**config.mk**
```make
export PLATFORM = sky130hd
export DESIGN_NAME = bus_packet_header_crc_deframer_unit
export DESIGN_NICKNAME = d
export VERILOG_FILES = /design/src/rtl/core/bphcd_pkg.sv /design/src/rtl/core/bus_packet_header_crc_deframer_unit.sv /design/src/rtl/core/bphcd_parser.sv
export SDC_FILE = /design/constraint.sdc
export NUM_CORES = 1
export LEC_CHECK = 0
export ABC_AREA = 1
export BUFFER_PORTS_ARGS = -buffer_cell sky130_fd_sc_hd__buf_2
export CAP_MARGIN = 20
export CELL_PAD_IN_SITES_DETAIL_PLACEMENT = 1
export CELL_PAD_IN_SITES_GLOBAL_PLACEMENT = 1
export CORE_UTILIZATION = 35
export DETAILED_ROUTE_END_ITERATION = 10
export GPL_TIMING_DRIVEN = 0
export PLACE_DENSITY_LB_ADDON = 0.1
export SLEW_MARGIN = 25
export SYNTH_ARGS = -nofsm -noshare
export SYNTH_HDL_FRONTEND = slang
export SYNTH_SLANG_ARGS = --single-unit
```
**constraint.sdc**
```tcl
create_clock -name aclk -period 5.86 [get_ports aclk]
set_input_delay 0.879 -clock aclk [delete_from_list [all_inputs] [get_ports aclk]]
set_output_delay 0.879 -clock aclk [all_outputs]
set_load 0.02 [all_outputs]
```
**src/rtl/core/bphcd_pkg.sv**
```systemverilog
// shared types, codes and the crc16 byte update for the packet header deframer
package bphcd_pkg;

    typedef enum logic [2:0] {
        PH_HUNT,
        PH_B1,
        PH_B2,
        PH_SRC_HI,
        PH_SRC_LO,
        PH_DST_HI,
        PH_DST_LO,
        PH_BODY
    } phase_t;

    typedef enum logic [1:0] {
        ST_OK      = 2'd0,
        ST_CRC_ERR = 2'd1,
        ST_REJECT  = 2'd2
    } status_t;

    localparam logic [7:0] CFG_PROTOCOL_ID = 8'd0;
    localparam logic [7:0] CFG_ID_MASK     = 8'd1;
    localparam logic [7:0] CFG_MAX_VERSION = 8'd2;
    localparam logic [7:0] CFG_MIN_SIZE    = 8'd3;

    localparam logic [7:0]  RST_PROTOCOL_ID = 8'h00;
    localparam logic [7:0]  RST_ID_MASK     = 8'h77;
    localparam logic [1:0]  RST_MAX_VERSION = 2'd3;
    localparam logic [7:0]  RST_MIN_SIZE    = 8'd2;

    localparam logic [15:0] CRC_INIT = 16'hFFFF;
    localparam logic [15:0] CRC_POLY = 16'hA001;
    localparam logic [7:0]  CRC_LEN  = 8'd2;

    typedef struct packed {
        logic [7:0] protocol_id;
        logic [7:0] id_mask;
        logic [1:0] max_version;
        logic [7:0] min_size;
    } cfg_t;

    typedef struct packed {
        status_t     status;
        logic        priority_res;
        logic        has_destination;
        logic        has_segment;
        logic [1:0]  version;
        logic [2:0]  crypt;
        logic [15:0] source_address;
        logic [15:0] destination_address;
        logic [7:0]  body_length;
    } result_t;

    // reflected crc16 update, one byte unrolled over eight bit steps
    function automatic logic [15:0] crc_byte(input logic [15:0] crc, input logic [7:0] b);
        logic [15:0] c;
        c = crc ^ {8'h00, b};
        for (int i = 0; i < 8; i++) begin
            if (c[0]) begin
                c = (c >> 1) ^ CRC_POLY;
            end else begin
                c = c >> 1;
            end
        end
        return c;
    endfunction

endpackage

```
**src/rtl/core/bus_packet_header_crc_deframer_unit.sv**
```systemverilog
// top level of the packet header deframer with crc16 check
//
// s_* carries one stream byte per transfer; m_* carries one result per packet
// end or per rejected header. cfg_* writes the four control registers by index
// (0 protocol id, 1 id mask, 2 max version, 3 min size); other indexes are
// dropped. cfg_ready is always high; write only while no packet is in flight.
// A byte goes into an input register, is parsed once the output register can
// take a result, and any result lands in the output register, which drives
// m_valid. Throughput is one byte per cycle while the output register is not
// held full with m_ready low; the parser's unrolled crc update is combinational.
// The input register keeps taking bytes while a result waits in the output
// register; only when the output register is full, not taken, and a byte is
// waiting does s_ready drop. Payload bytes are not forwarded.
// Synchronous active-low reset returns the parser to hunting for byte zero,
// empties both registers and loads the register defaults.
module bus_packet_header_crc_deframer_unit
    import bphcd_pkg::*;
(
    input  logic        aclk,
    input  logic        aresetn,
    input  logic        s_valid,
    output logic        s_ready,
    input  logic [7:0]  s_data_byte,
    output logic        m_valid,
    input  logic        m_ready,
    output logic [1:0]  m_status,
    output logic        m_priority_res,
    output logic        m_has_destination,
    output logic        m_has_segment,
    output logic [1:0]  m_version,
    output logic [2:0]  m_crypt,
    output logic [15:0] m_source_address,
    output logic [15:0] m_destination_address,
    output logic [7:0]  m_body_length,
    input  logic        cfg_valid,
    output logic        cfg_ready,
    input  logic [7:0]  cfg_index,
    input  logic [7:0]  cfg_data
);

    cfg_t       cfg_reg;
    logic       in_valid_reg;
    logic [7:0] in_byte_reg;
    logic       out_valid_reg;
    result_t    out_reg;
    logic       advance;
    logic       step;
    logic       res_valid;
    result_t    res;

    assign cfg_ready = 1'b1;
    assign advance   = !out_valid_reg || m_ready;
    assign step      = in_valid_reg && advance;
    assign s_ready   = !in_valid_reg || advance;

    always_ff @(posedge aclk) begin
        if (!aresetn) begin
            cfg_reg.protocol_id <= RST_PROTOCOL_ID;
            cfg_reg.id_mask     <= RST_ID_MASK;
            cfg_reg.max_version <= RST_MAX_VERSION;
            cfg_reg.min_size    <= RST_MIN_SIZE;
        end else if (cfg_valid) begin
            unique case (cfg_index)
                CFG_PROTOCOL_ID: cfg_reg.protocol_id <= cfg_data;
                CFG_ID_MASK:     cfg_reg.id_mask     <= cfg_data;
                CFG_MAX_VERSION: cfg_reg.max_version <= cfg_data[1:0];
                CFG_MIN_SIZE:    cfg_reg.min_size    <= cfg_data;
                default: ;
            endcase
        end
    end

    always_ff @(posedge aclk) begin
        if (!aresetn) begin
            in_valid_reg <= 1'b0;
        end else if (s_valid && s_ready) begin
            in_valid_reg <= 1'b1;
        end else if (step) begin
            in_valid_reg <= 1'b0;
        end
    end

    always_ff @(posedge aclk) begin
        if (s_valid && s_ready) begin
            in_byte_reg <= s_data_byte;
        end
    end

    bphcd_parser u_parser (
        .aclk      (aclk),
        .aresetn   (aresetn),
        .step      (step),
        .data_byte (in_byte_reg),
        .cfg       (cfg_reg),
        .res_valid (res_valid),
        .res       (res)
    );

    always_ff @(posedge aclk) begin
        if (!aresetn) begin
            out_valid_reg <= 1'b0;
        end else if (step) begin
            out_valid_reg <= res_valid;
        end else if (m_ready) begin
            out_valid_reg <= 1'b0;
        end
    end

    always_ff @(posedge aclk) begin
        if (step && res_valid) begin
            out_reg <= res;
        end
    end

    assign m_valid               = out_valid_reg;
    assign m_status              = out_reg.status;
    assign m_priority_res        = out_reg.priority_res;
    assign m_has_destination     = out_reg.has_destination;
    assign m_has_segment         = out_reg.has_segment;
    assign m_version             = out_reg.version;
    assign m_crypt               = out_reg.crypt;
    assign m_source_address      = out_reg.source_address;
    assign m_destination_address = out_reg.destination_address;
    assign m_body_length         = out_reg.body_length;

    a_reset_empty: assert property (@(posedge aclk)
        !aresetn |=> !out_valid_reg && !in_valid_reg)
        else $error("registers not empty after reset");

    a_result_from_step: assert property (@(posedge aclk) disable iff (!aresetn)
        $rose(out_valid_reg) |-> $past(step) && $past(res_valid))
        else $error("result appeared without a parsed byte");

    a_input_hold: assert property (@(posedge aclk) disable iff (!aresetn)
        in_valid_reg && !advance |=> in_valid_reg && $stable(in_byte_reg))
        else $error("stalled input byte lost");

endmodule

```
**src/rtl/core/bphcd_parser.sv**
```systemverilog
// header parser, address capture and crc check for one stream byte per cycle with step high
module bphcd_parser
    import bphcd_pkg::*;
(
    input  logic       aclk,
    input  logic       aresetn,
    input  logic       step,
    input  logic [7:0] data_byte,
    input  cfg_t       cfg,
    output logic       res_valid,
    output result_t    res
);

    phase_t      phase_reg, phase_next;
    logic [7:0]  count_reg, count_next;
    logic [7:0]  size_reg, size_next;
    logic        id_bad_reg, id_bad_next;
    logic        prio_reg, prio_next;
    logic        dest_reg, dest_next;
    logic        seg_reg, seg_next;
    logic [1:0]  version_reg, version_next;
    logic [2:0]  crypt_reg, crypt_next;
    logic [15:0] src_reg, src_next;
    logic [15:0] dst_reg, dst_next;
    logic [15:0] crc_reg, crc_next;

    logic [15:0] crc_upd;
    logic        hdr_bad;
    logic        body_last;

    assign crc_upd   = crc_byte(crc_reg, data_byte);
    assign hdr_bad   = id_bad_reg || (version_reg > cfg.max_version) ||
                       (data_byte < cfg.min_size) || (data_byte < CRC_LEN);
    assign body_last = (count_reg == 8'd1);

    always_ff @(posedge aclk) begin
        if (!aresetn) begin
            phase_reg   <= PH_HUNT;
            count_reg   <= '0;
            size_reg    <= '0;
            id_bad_reg  <= 1'b0;
            prio_reg    <= 1'b0;
            dest_reg    <= 1'b0;
            seg_reg     <= 1'b0;
            version_reg <= '0;
            crypt_reg   <= '0;
            src_reg     <= '0;
            dst_reg     <= '0;
            crc_reg     <= CRC_INIT;
        end else begin
            phase_reg   <= phase_next;
            count_reg   <= count_next;
            size_reg    <= size_next;
            id_bad_reg  <= id_bad_next;
            prio_reg    <= prio_next;
            dest_reg    <= dest_next;
            seg_reg     <= seg_next;
            version_reg <= version_next;
            crypt_reg   <= crypt_next;
            src_reg     <= src_next;
            dst_reg     <= dst_next;
            crc_reg     <= crc_next;
        end
    end

    // next state and field capture
    always_comb begin
        phase_next   = phase_reg;
        count_next   = count_reg;
        size_next    = size_reg;
        id_bad_next  = id_bad_reg;
        prio_next    = prio_reg;
        dest_next    = dest_reg;
        seg_next     = seg_reg;
        version_next = version_reg;
        crypt_next   = crypt_reg;
        src_next     = src_reg;
        dst_next     = dst_reg;
        crc_next     = crc_reg;
        if (step) begin
            unique case (phase_reg)
                PH_HUNT: begin
                    prio_next   = data_byte[7];
                    dest_next   = data_byte[3];
                    id_bad_next = ((data_byte & cfg.id_mask) != cfg.protocol_id);
                    src_next    = '0;
                    dst_next    = '0;
                    size_next   = '0;
                    phase_next  = PH_B1;
                end
                PH_B1: begin
                    seg_next     = data_byte[6];
                    version_next = data_byte[4:3];
                    crypt_next   = data_byte[2:0];
                    phase_next   = PH_B2;
                end
                PH_B2: begin
                    size_next = data_byte;
                    if (hdr_bad) begin
                        phase_next = PH_HUNT;
                    end else begin
                        phase_next = seg_reg ? PH_SRC_HI : PH_SRC_LO;
                    end
                end
                PH_SRC_HI: begin
                    src_next   = {data_byte, 8'h00};
                    phase_next = PH_SRC_LO;
                end
                PH_SRC_LO: begin
                    src_next = {src_reg[15:8], data_byte};
                    if (dest_reg) begin
                        phase_next = seg_reg ? PH_DST_HI : PH_DST_LO;
                    end else begin
                        crc_next   = CRC_INIT;
                        count_next = size_reg;
                        phase_next = PH_BODY;
                    end
                end
                PH_DST_HI: begin
                    dst_next   = {data_byte, 8'h00};
                    phase_next = PH_DST_LO;
                end
                PH_DST_LO: begin
                    dst_next   = {dst_reg[15:8], data_byte};
                    crc_next   = CRC_INIT;
                    count_next = size_reg;
                    phase_next = PH_BODY;
                end
                PH_BODY: begin
                    count_next = count_reg - 8'd1;
                    if (body_last) begin
                        crc_next   = CRC_INIT;
                        phase_next = PH_HUNT;
                    end else begin
                        crc_next = crc_upd;
                    end
                end
            endcase
        end
    end

    // result for a rejected header or a finished container
    always_comb begin
        res_valid = step && (((phase_reg == PH_B2) && hdr_bad) ||
                             ((phase_reg == PH_BODY) && body_last));
        res.priority_res    = prio_reg;
        res.has_destination = dest_reg;
        res.has_segment     = seg_reg;
        res.version         = version_reg;
        res.crypt           = crypt_reg;
        if (phase_reg == PH_BODY) begin
            res.status              = (crc_upd == 16'h0000) ? ST_OK : ST_CRC_ERR;
            res.source_address      = src_reg;
            res.destination_address = dest_reg ? dst_reg : 16'h0000;
            res.body_length         = size_reg - CRC_LEN;
        end else begin
            res.status              = ST_REJECT;
            res.source_address      = '0;
            res.destination_address = '0;
            res.body_length         = '0;
        end
    end

    a_body_count_live: assert property (@(posedge aclk) disable iff (!aresetn)
        phase_reg == PH_BODY |-> count_reg != 8'd0)
        else $error("body phase with zero byte count");

    a_reject_from_b2: assert property (@(posedge aclk) disable iff (!aresetn)
        res_valid && res.status == ST_REJECT |-> phase_reg == PH_B2)
        else $error("reject result outside header size byte");

    a_body_end_hunt: assert property (@(posedge aclk) disable iff (!aresetn)
        res_valid && phase_reg == PH_BODY |=> phase_reg == PH_HUNT && crc_reg == CRC_INIT)
        else $error("container end did not restart hunting");

endmodule

```
# After elaboration in Yosys (flattened, before gate mapping)
# Cells that the tools add are included.
# classes
addsub	2
order_cmp	3
eq_ne	14
n_mux	27
bitwise_logic	12
n_reduce_logical	39
# op_table
op	count
$mux W16	10
$pmux W16 S3	3
$not A2 Y3	8
$pmux W3 S8	1
$pmux W8 S3	1
$reduce_and A2 Y1	11
$eq A8 B1 Y1 const B	2
$eq A8 B2 Y1 const B	2
$logic_not A16 Y1	1
$pmux W8 S2	1
$xor A16 B8 Y16	1
$eq A3 B3 Y1 const B	4
$mux W3	4
$reduce_bool A2 Y1	5
$reduce_and A3 Y1	3
$reduce_bool A3 Y1	3
$and A8 B8 Y8	1
$logic_not A8 Y1	1
$lt A8 B2 Y1 const B	1
$lt A8 B8 Y1	1
$mux W8	1
$ne A8 B8 Y1	1
$sub A8 B1 Y8 const B	1
$sub A8 B2 Y8 const B	1
other kinds (12)	29
# totals
regBits	162
inputBits	29
output_inout_bits	53
word_cells	127

# Longest topological paths before layout
# Gate-level depths: netlist of the first run.
# depth
depth_word	19
ltp_mapped	18
depth_no_buf	17

# By module
# A second synthesis of the first run with hierarchy kept.
# hier_totals
cells_unflattened	913
area_unflattened_um2	7438.4
# modules_own_cells
mod	instances	cells_each	area_per_inst_um2	seq_area_each_um2
bphcd_parser	1	678	4421.7	1521.5
bus_packet_header_crc_deframer_unit	1	235	3016.6	2302.2

# Least setup slack after synthesis of the first run
# Ideal clock, no wire load.
# synth_path
path_type	input port to flip-flop
start	in m_ready
end	reg out_reg (netlist bit m_body_length[0]), enable pin
setup_ns	0.404
arrival_time_ns	2.276
t_required_ns	5.456
slack_ns	3.180
stages	6
path_buffers	0
path_cell_list	inv_1 > nand2_1 > nand2_2 > inv_2 > nand2_1 > inv_1
# synth_via
elab_chain_cells	4
# synth_rtl
element	line	source
from (decl)	bus_packet_header_crc_deframer_unit.sv:25	input logic m_ready,
$logic_or A1 B1 Y1 (*)	bus_packet_header_crc_deframer_unit.sv:52	assign advance = !out_valid_reg || m_ready;
$logic_and A1 B1 Y1 (*)	bus_packet_header_crc_deframer_unit.sv:53	assign step = in_valid_reg && advance;
$logic_and A1 B1 Y1	bphcd_parser.sv:144	res_valid = step && (((phase_reg == PH_B2) && hdr_bad) ||
$logic_and A1 B1 Y1 (*)	bus_packet_header_crc_deframer_unit.sv:110	if (step && res_valid) begin
to (signal assigned)	bus_packet_header_crc_deframer_unit.sv:111	out_reg <= res;
to (decl)	bus_packet_header_crc_deframer_unit.sv:45	result_t out_reg;
# Every way passes the cells marked *; elsewhere a longest branch is shown, timed or not.
# A chain may end at the register's enable or synchronous reset.

# Worst setup path in the final report of the first run
# layout_path
start	reg in_byte_reg[2]
end	reg out_reg (netlist bit m_status[0]) (data pin)
# layout_via
elab_chain_cells	13
word_cells_on_any_way	16
classes_between	mux: 9; bitwise: 6; reduce/logical: 1
# layout_rtl
element	line	source
from (decl)	bus_packet_header_crc_deframer_unit.sv:43	logic [7:0] in_byte_reg;
from (signal assigned)	bus_packet_header_crc_deframer_unit.sv:85	in_byte_reg <= s_data_byte;
$xor A16 B8 Y16 (*)	bphcd_pkg.sv:57	c = crc ^ {8'h00, b};
$mux W16 (*)	bphcd_pkg.sv:59	if (c[0]) begin
$not A2 Y3 (no source line)	--	
$mux W16 (*) (6 in series)	bphcd_pkg.sv:59	
$not A2 Y3 (no source line) / $mux W16 (equally long branches)	--	
$mux W16 (*)	bphcd_pkg.sv:59	
$logic_not A16 Y1 (*)	bphcd_parser.sv:152	res.status = (crc_upd == 16'h0000) ? ST_OK : ST_CRC_ERR;
$mux W1 (*)	bphcd_parser.sv:152	
# Marked as above.

==> results of run 1 <==
worst paths after layout:
check | slack (ns) | cells past startpoint | to | from
setup / recovery | 3.02 | 15 | m_status[0] | in_byte_reg[2]
hold / removal | 0.44 | 0 | m_crypt[0] | u_parser.crypt_reg[0]
setup reg to reg | 3.02 | 15 | m_status[0] | in_byte_reg[2]
hold reg to reg | 0.44 | 0 | m_crypt[0] | u_parser.crypt_reg[0]
critical path, delay by kind of cell, from the launching register on:
kind	cells	cell delay, ns
XOR/XNOR	3	0.81
adder cells (fa/ha/maj)	1	0.31
buffers and inverters	3	0.33
flip-flops	1	0.39
AND/OR/NAND/NOR	8	0.74
layout by cell type, fill, tap and decap left out, types with 3 or more instances in the layout:
cell,netlist,final
nor3_1,8,8
a21oi_1,72,72
nand2_2,3,3
inv_1,86,85
o22ai_1,13,13
o21ai_0,32,32
nand4_1,3,3
a211oi_1,18,18
nand3_1,15,15
o211ai_1,11,11
nand2_1,97,97
buf_4,4,4
clkinvlp_4,0,6
clkbuf_16,0,17
dfxtp_1,104,104
a22oi_1,8,8
xor2_1,11,11
nor2_1,91,91
nor2_4,3,3
clkbuf_1,15,18
o21ai_1,10,10
a211oi_2,16,16
ha_1,13,13
edfxtp_1,58,58
buf_2,16,95
xnor2_1,19,19
inv_2,12,13
power breakdown:
part           leakage, nW  switching (W)  internal, W  total [W]
clock                0.247       0.000456     0.000585    0.00104
combinational         1.55       0.000132    0.0000677   0.000200
sequential            1.28      0.0000123      0.00118    0.00120
total                 3.08       0.000601      0.00184    0.00244
layout make-up:
type / instances / area (um2)
buffer: 38 / 185
clock buffer: 20 / 437
clock inverter: 12 / 110
fill: 2342 / 11200
inverter: 99 / 372
multi-input combinational: 465 / 2640
sequential: 162 / 3820
tap: 265 / 332
timing repair buffer: 80 / 415
stage by stage:
| stage | instance area, um2 | total power (W) | std cells | hold slack (ns) |
|---|---|---|---|---|
| 3_5_place_dp | 7760 | 0.00142 | 1109 | 0.432 |
| 4_1_cts | 8310 | 0.00247 | 1141 | 0.447 |
| 5_1_grt | 8310 | 0.00254 | 1141 | 0.460 |
| 6_report | 8310 | 0.00244 | 1141 | 0.442 |
| 3_3_place_gp | 7740 | 0.00142 | 1108 | 0.418 |
| 2_1_floorplan | 7020 | 0.00136 | 764 | 0.403 |
routing by layer:
metal | up-vias | track usage (%) | wire (um)
li1 | 2757 | - | -
met1 | 2710 | 22.5 | 8070
met2 | 90 | 33.5 | 9100
met5 | - | 0 | 0
met4 | 0 | 5.94 | 192
met3 | 14 | 3.30 | 659
kinds of logic (layout without fill, tap and decap cells):
logic type | after synthesis | count (layout)
other | 1 | 1
adder cells (fa/ha/maj) | 13 | 13
AO/OA/AOI/OAI | 188 | 188
flip-flops | 162 | 162
buffers and inverters | 137 | 249
XOR/XNOR | 31 | 31
AND/OR/NAND/NOR | 232 | 232
==> results.yml, run 1 <==
outcome:
  status: "complete, no violations"
critical_path:
  crit_fanout: 8
  crit_type: "flip-flop to flip-flop"
  start_kind: "flip-flop"
  cp_cell_sequence: "buf_2 -> xnor2_1 -> xor2_1 -> nand2_1 -> nand2_1 -> nand2_1 -> and2_1 -> ha_1 -> xor2_1 -> inv_1 -> nand4_1 -> nor2_1 -> nand3b_1 -> nand2_1 -> inv_1"
  critPathRequiredTime_ns: 6.04
  critical_path.endpoint_type: "flip-flop"
  worstPathArrival_ns: 3.02
  slowest_stage: "edfxtp_1"
  critPathMaxStageDelay_ns: 0.39
  crit_top_cell: "nand2_1"
detailed_routing:
  wire_per_inst_um: 15.8
  firstDrtPassIters: 4
  wl_um: 18000
  drcViolationCount: 0
  ant_nets: 0
  drtIter0Drc: 209
  vias: 5571
  vias_per_cell: 4.88
timing:
  slew_headroom_pct: 52.5
  rsz0062_at_grt: "no"
  final_max_slew_viol_count: 0
  tns_ns: 0
  tightest_slew_ns: 0.712
  hold_violations: 0
  timing.final.ws_setup_ns: 3.02
  clock_skew_ns: 0.00862
  fmax_mhz: 352
  finalCriticalPeriod_ns: 2.84
  fin_crit_sh_pct: 48.4
  finalSetupViolCount: 0
final_layout:
  diodes: 0
  syn_to_final_growth_pct: 18.4
  largest_reg_flops: 26
  drive_gt1_share_pct: 19.6
  nets: 905
  final_core_util_pct: 42.6
yosys:
  async_reset_ff_share_pct: 0
  synthMuxAreaShare_pct: 0
  synthAdderAreaFrac_pct: 2.32
  synth_top_cell_by_area: "dfxtp_1"
  synth_most_common_cell: "dfxtp_1"
  synthTopCellsByArea: "dfxtp_1 (30%), edfxtp_1 (25%), nand2_1 (5.2%)"
  synth.distinct_cells: 47
  yosys_warnings: 0
  synthTopCellsByCount: "dfxtp_1 (104), nand2_1 (97), nor2_1 (91), inv_1 (86), a21oi_1 (72)"
  netlist_area_mm2: 0.00702
  synth_seq_area_share_pct: 54.5
  synth_nets: 806
  synth_top_family_by_area: "compound AO/OA/AOI/OAI gates"
  synth_ff_type: "dfxtp_1"
  synth.ff_latch_count: 162
  synth_compound_area_share_pct: 17.2
  yosysTopAreaCellShare_pct: 29.7
  synth_area_per_cell_um2: 9.18
  synth_xor_area_share_pct: 3.98
  synth_edf_count: 58
  postSynthCellCount: 764
  yosys.area_share.simple_pct: 14.0
global_routing:
  grt_max_degree: 34
  overflow: 0
  grt.total_usage_pct: 18.7
  antenna_found_initial: 0
  first_global_vias: 5738
  grt_pass1_wl_um: 29000
clocking:
  cts_tree: "yes"
  cts_resized: 0
  cts_buffers: 17
  cts-root-buf: "clkbuf_16"
  clk_pin_slew_ns: 0.07
  cts_hold_buf: 0
  post-cts-setup-buffers: 0
  insertion_delay_ns: 0.42
  clock_sinks: 162
  ctsLongestPathBuffers: 2
  h-tree-depth: 4
run:
  drv_cap: 0
placement:
  io_buffers: 79
  gp_congestion: 0.821
  hpwlAfterDp_um: 13100
  dp_slack_ns: 3.02
power:
  peakVddDrop_uv: 190
  p_per_area_mw_per_mm2: 293
  p_leak_nw: 3.08
hold_path:
  hp-class: "flip-flop to flip-flop"
floorplanning:
  coreArea_mm2: 0.0195
  io_pins: 82
  die_w_um: 144
  start_util_pct: 35.9
  die_y_um: 144
  dieArea_mm2: 0.0206
  rows: 51
No activity file was read; power rests on OpenSTA's default activity.
==> run 2, diff against run 1 <==
==> constraint.sdc (replaced) <==
create_clock -name aclk -period 2.4 [get_ports aclk]
set_input_delay 0.36 -clock aclk [delete_from_list [all_inputs] [get_ports aclk]]
set_output_delay 0.36 -clock aclk [all_outputs]
set_load 0.02 [all_outputs]
==> results.yml, run 2 (synthesis gave the netlist of run 1 again) <==
floorplanning:
  dieArea_mm2: 0.0206
  start_util_pct: 35.9
  coreArea_mm2: 0.0195
  io_pins: 82
  rows: 51
  die_y_um: 144
  die_w_um: 144
clocking:
  cts_buffers: 17
  ctsLongestPathBuffers: 2
  cts_tree: "yes"
  insertion_delay_ns: 0.43
  cts_hold_buf: 0
  h-tree-depth: 4
  clock_sinks: 162
  cts-root-buf: "clkbuf_16"
  clk_pin_slew_ns: 0.07
global_routing:
  first_global_vias: 5980
  antenna_found_initial: 0
  grt_pass1_wl_um: 30300
  grt_max_degree: 17
  grt.total_usage_pct: 19.5
  overflow: 0
timing:
  rsz0062_at_grt: "yes"
  fin_crit_sh_pct: 104
  slew_headroom_pct: 52.3
  finalCriticalPeriod_ns: 2.49
  clock_skew_ns: 0.00902
  timing.final.ws_setup_ns: -0.0942
  tightest_slew_ns: 0.715
  fmax_mhz: 401
  hold_violations: 0
  finalSetupViolCount: 1
  final_max_slew_viol_count: 0
final_layout:
  nets: 929
  syn_to_final_growth_pct: 25.1
  layout.cells.non_filler: 1165
  final_common_cell: "dfxtp_1"
  multi_input_area_mm2: 0.00281
  diodes: 0
  final_core_util_pct: 45.0
  largest_reg_flops: 26
  n_fill_cell: 2310
  mostFrequentLayoutCells: "dfxtp_1 (104), nand2_1 (92), nor2_1 (91)"
  seqCellArea_mm2: 0.00382
  drive_gt1_share_pct: 24.2
critical_path:
  crit_top_cell: "inv_1"
  crit_fanout: 3
  start_kind: "flip-flop"
  cp_cell_sequence: "buf_8 -> xnor2_4 -> inv_1 -> nand2_2 -> nand3_1 -> nand2_1 -> nand3_1 -> and2_4 -> ha_4 -> xor2_2 -> inv_1 -> nand4_1 -> nor2_1 -> nand3b_1 -> nand2_1 -> inv_1"
  critPathRequiredTime_ns: 2.59
  worstPathArrival_ns: 2.68
  crit_type: "flip-flop to flip-flop"
  critPathMaxStageDelay_ns: 0.43
  slowest_stage: "edfxtp_1"
  path_delay_family: "simple AND/OR/NAND/NOR gates"
  path_buf_inv: 4
  critical_path.endpoint_type: "flip-flop"
power:
  power.internal_w: 0.00470
  seq_power_share_pct: 46.4
  peakVddDrop_uv: 498
  pwr-share-clk_pct: 44.1
  switching_power_w: 0.00161
  p_per_area_mw_per_mm2: 718
  switching_share_pct: 25.5
  combPwrFrac_pct: 9.6
  p_leak_nw: 3.30
detailed_routing:
  wl_um: 19000
  wire_per_inst_um: 16.3
  vias: 5668
  drtIter0Drc: 222
  vias_per_cell: 4.87
  firstDrtPassIters: 4
  ant_nets: 0
  drcViolationCount: 0
placement:
  place_inst: 1108
  gp_congestion: 0.819
  io_buffers: 79
  hpwlAfterDp_um: 13200
outcome:
  violations: "setup timing"
  status: "finished, violations left"
hold_path:
  hp-class: "input pin to flip-flop"
run:
  drv_cap: 0
-- run 2: final timing paths --
kind | startpoint | to | slack [ns] | cells past startpoint
setup reg to reg | in_byte_reg[5] | m_status[0] | -0.09 | 16
setup / recovery | in_byte_reg[5] | m_status[0] | -0.09 | 16
hold reg to reg | u_parser.crypt_reg[0] | m_crypt[0] | 0.44 | 0
hold / removal | s_data_byte[6] | in_byte_reg[6] | 0.1 | 1
-- run 2: area by class of cell --
class	instances	share of cell area (%)
plain buffers	38	2.84
clock buffers	17	4.84
clock inverters	15	1.94
inverters	99	4.27
multi-input cells	465	32.0
flip-flops and latches	162	43.5
well taps	265	3.78
repair buffers	101	6.57
repair inverters	3	0.256
-- run 2: power groups by stage --
stage | clock (W) | combinational (W) | sequential [W]
floorplan | 0 | 0.000338 | 0.00297
global placement | 0 | 0.000480 | 0.00298
detailed placement | 0 | 0.000493 | 0.00298
CTS | 0.00283 | 0.000589 | 0.00292
global route | 0.00294 | 0.000658 | 0.00293
finish | 0.00278 | 0.000603 | 0.00292
-- run 2: per-layer routing --
metal / vias up / track usage [%] / share of wire (%)
li1: 2806 / - / -
met1: 2737 / 22.6 / 43
met2: 98 / 35.7 / 52
met3: 27 / 3.87 / 3.7
met4: 0 / 6.77 / 1.8
met5: - / 0 / 0
-- run 2: per-stage QoR --
stage               hold WS, ns  TNS, ns  power [W]  worst slack, ns  area, um2
global route             0.0853   -0.231    0.00652           -0.231       8780
detailed placement        0.428   -39.80    0.00347           -0.788       7750
global placement          0.418   -35.67    0.00346           -0.708       7750
finish                   0.0995  -0.0942    0.00630          -0.0942       8780
CTS                      0.0883  -0.0341    0.00635          -0.0341       8730
floorplan                 0.403        0    0.00331         0.000153       7020
-- run 2: repair_timing --
action	in CTS	in global routing
buffers inserted	20	3
pin swaps	6	8
endpoints found under the setup margin	52	51
gates resized for setup	42	5
gates cloned	3	0
==> run 3, diff against run 2 <==
--- a/config.mk
+++ b/config.mk
@@ -5,12 +5,11 @@
 export SDC_FILE = /design/constraint.sdc
 export NUM_CORES = 1
 export LEC_CHECK = 0
-export ABC_AREA = 1
 export BUFFER_PORTS_ARGS = -buffer_cell sky130_fd_sc_hd__buf_2
 export CAP_MARGIN = 20
-export CELL_PAD_IN_SITES_DETAIL_PLACEMENT = 1
-export CELL_PAD_IN_SITES_GLOBAL_PLACEMENT = 1
-export CORE_UTILIZATION = 35
+export CELL_PAD_IN_SITES_DETAIL_PLACEMENT = 0
+export CELL_PAD_IN_SITES_GLOBAL_PLACEMENT = 2
+export CORE_UTILIZATION = 34
 export DETAILED_ROUTE_END_ITERATION = 10
 export GPL_TIMING_DRIVEN = 0
 export PLACE_DENSITY_LB_ADDON = 0.1
==> results.yml, run 3 <==
outcome:
  status: "complete, no violations"
yosys:
  synth_area_per_cell_um2: 10.4
  synthTopCellsByArea: "dfxtp_1 (30%), edfxtp_1 (25%), mux2i_1 (4.4%)"
  postSynthCellCount: 674
  synth_ff_type: "dfxtp_1"
  synthMuxAreaShare_pct: 4.42
  synthTopCellsByCount: "dfxtp_1 (104), nand2_1 (81), edfxtp_1 (58), nor2b_1 (45), mux2i_1 (31)"
  netlist_area_mm2: 0.00703
  synth.distinct_cells: 55
  synth_nets: 716
  synth_top_cell_by_area: "dfxtp_1"
  synth_xor_area_share_pct: 4.49
  synth_top_family_by_area: "simple AND/OR/NAND/NOR gates"
  synth_most_common_cell: "dfxtp_1"
  yosysTopAreaCellShare_pct: 29.6
  yosys_warnings: 0
  yosys.area_share.simple_pct: 19.7
  async_reset_ff_share_pct: 0
  synthAdderAreaFrac_pct: 2.32
  synth.ff_latch_count: 162
  synth_edf_count: 58
  synth_seq_area_share_pct: 54.4
  synth_compound_area_share_pct: 10.8
power:
  pwr-share-clk_pct: 41.9
  seq_power_share_pct: 49.6
  combPwrFrac_pct: 8.5
  power.internal_w: 0.00437
  switching_power_w: 0.00141
  p_per_area_mw_per_mm2: 664
  peakVddDrop_uv: 493
  p_leak_nw: 3.12
  switching_share_pct: 24.4
placement:
  dpl-instance-area_mm2: 0.00786
  hpwlAfterDp_um: 12200
  dp_slack_ns: -0.532
  gp_congestion: 0.792
  io_buffers: 79
final_layout:
  nets: 835
  n_fill_cell: 1949
  largest_reg_flops: 26
  drive_gt1_share_pct: 22.5
  multi_input_area_mm2: 0.00313
  mostFrequentLayoutCells: "dfxtp_1 (103), buf_2 (89), nand2_1 (80)"
  syn_to_final_growth_pct: 24.1
  seqCellArea_mm2: 0.00382
  fin_area_mm2: 0.00872
  final_common_cell: "dfxtp_1"
  diodes: 0
critical_path:
  crit_type: "flip-flop to flip-flop"
  critPathRequiredTime_ns: 2.53
  critical_path.endpoint_type: "flip-flop"
  critPathMaxStageDelay_ns: 0.44
  worstPathArrival_ns: 2.51
  cp_cell_sequence: "ha_1 -> a211oi_2 -> o21ai_1 -> a221oi_2 -> buf_4 -> o21ai_2 -> o31ai_4 -> buf_6 -> buf_4"
  crit_fanout: 7
  slowest_stage: "edfxtp_1"
  start_kind: "flip-flop"
  crit_top_cell: "buf_4"
timing:
  tightest_slew_ns: 0.867
  clock_skew_ns: 0.00630
  rsz0062_at_grt: "yes"
  finalSetupViolCount: 0
  fin_crit_sh_pct: 99.0
  timing.final.ws_setup_ns: 0.0248
  finalCriticalPeriod_ns: 2.38
  final_max_slew_viol_count: 0
  hold_violations: 0
  fmax_mhz: 421
  slew_headroom_pct: 41.8
detailed_routing:
  drcViolationCount: 0
  firstDrtPassIters: 5
  drtIter0Drc: 171
  vias: 5177
  ant_nets: 0
  wl_um: 17700
  wire_per_inst_um: 16.4
  vias_per_cell: 4.81
clocking:
  cts_buffers: 17
  cts_tree: "yes"
  cts-root-buf: "clkbuf_16"
  insertion_delay_ns: 0.42
  clock_sinks: 162
  h-tree-depth: 4
  clk_pin_slew_ns: 0.06
  ctsLongestPathBuffers: 2
floorplanning:
  die_w_um: 146
  start_util_pct: 34.7
  coreArea_mm2: 0.0202
  die_y_um: 146
  rows: 52
  dieArea_mm2: 0.0212
  io_pins: 82
hold_path:
  hp-class: "input pin to flip-flop"
global_routing:
  grt_pass1_wl_um: 27500
  first_global_vias: 4935
  antenna_found_initial: 0
  grt.total_usage_pct: 17.0
  overflow: 0
  grt_max_degree: 17
run:
  drv_cap: 0
## run 3: cell types whose count changed after synthesis, sizes merged, moves of 16 or more
cell,delta
inv,-81
nor2,-70
a21oi,-59
nor2b,+45
a211oi,-33
mux2i,+31
a21boi,+29
o21ai,-22
and2,+21
nand2,-19
and3,+16
## run 3: per-layer routing
metal / GRT usage, % / wire length [um] / vias to the layer above
li1: - / - / 2604
met1: 22.0 / 8220 / 2461
met2: 28.1 / 8540 / 91
met3: 3.39 / 589 / 21
met4: 6.21 / 303 / 0
met5: 0 / 0 / -
## run 3: worst max-delay path, delay by kind of cell, from the launching register on
kind	cells	cell delay, ns
compound gates	5	0.80
flops	1	0.44
buf+inv	3	0.52
fa+ha+maj	1	0.34
## run 3: power groups by stage
stage | sequential, W | clock, W | combinational, W
5_1_grt | 0.00287 | 0.00259 | 0.000536
4_1_cts | 0.00287 | 0.00249 | 0.000436
2_1_floorplan | 0.00293 | 0 | 0.000243
3_3_place_gp | 0.00293 | 0 | 0.000388
6_report | 0.00287 | 0.00243 | 0.000494
3_5_place_dp | 0.00293 | 0 | 0.000391
## run 3: final timing paths
check	from	end	slack (ns)	cells after the start
hold / removal	s_data_byte[7]	in_byte_reg[7]	0.11	1
setup / recovery	in_byte_reg[3]	m_destination_address[10]	0.02	9
setup reg to reg	in_byte_reg[3]	m_destination_address[10]	0.02	9
hold reg to reg	u_parser.crypt_reg[0]	m_crypt[0]	0.43	0
## run 3: final cells by class
type	instances	area share [%]
Buffer	44	2.97
Clock buffer	17	4.88
Clock inverter	15	1.09
Inverter	17	0.732
Multi-Input combinational cell	451	35.9
Sequential cell	162	43.9
Tap cell	270	3.87
Timing Repair Buffer	100	6.72
## run 3: kinds of logic after synthesis
kind of cell / after synthesis
xor gates and xnor gates: 36
DFF: 162
and+or+nand+nor: 255
muxes: 31
adders and majority gates: 13
other: 1
buffers and inverters: 61
AOI/OAI and AO/OA: 115
## run 3: what timing repair did
| action | CTS | global route |
|---|---|---|
| cloned | 0 | 0 |
| setup endpoints to repair | 53 | 51 |
| resized for setup | 28 | 11 |
| buffers inserted | 7 | 10 |
| hold buffers | 0 | 0 |
| pin swaps | 6 | 9 |
## run 3: per-stage QoR
stage	hold slack [ns]	TNS (ns)	total power, W	utilization, %	std cells
CTS	0.0949	-0.00107	0.00579	42.5	1066
finish	0.113	0	0.00579	43.1	1076
global placement	0.438	-59.65	0.00331	38.6	1023
global route	0.0910	-3.71	0.00600	43.1	1076
detailed placement	0.414	-23.27	0.00332	38.8	1027
floorplan	0.402	-22.23	0.00317	-	674
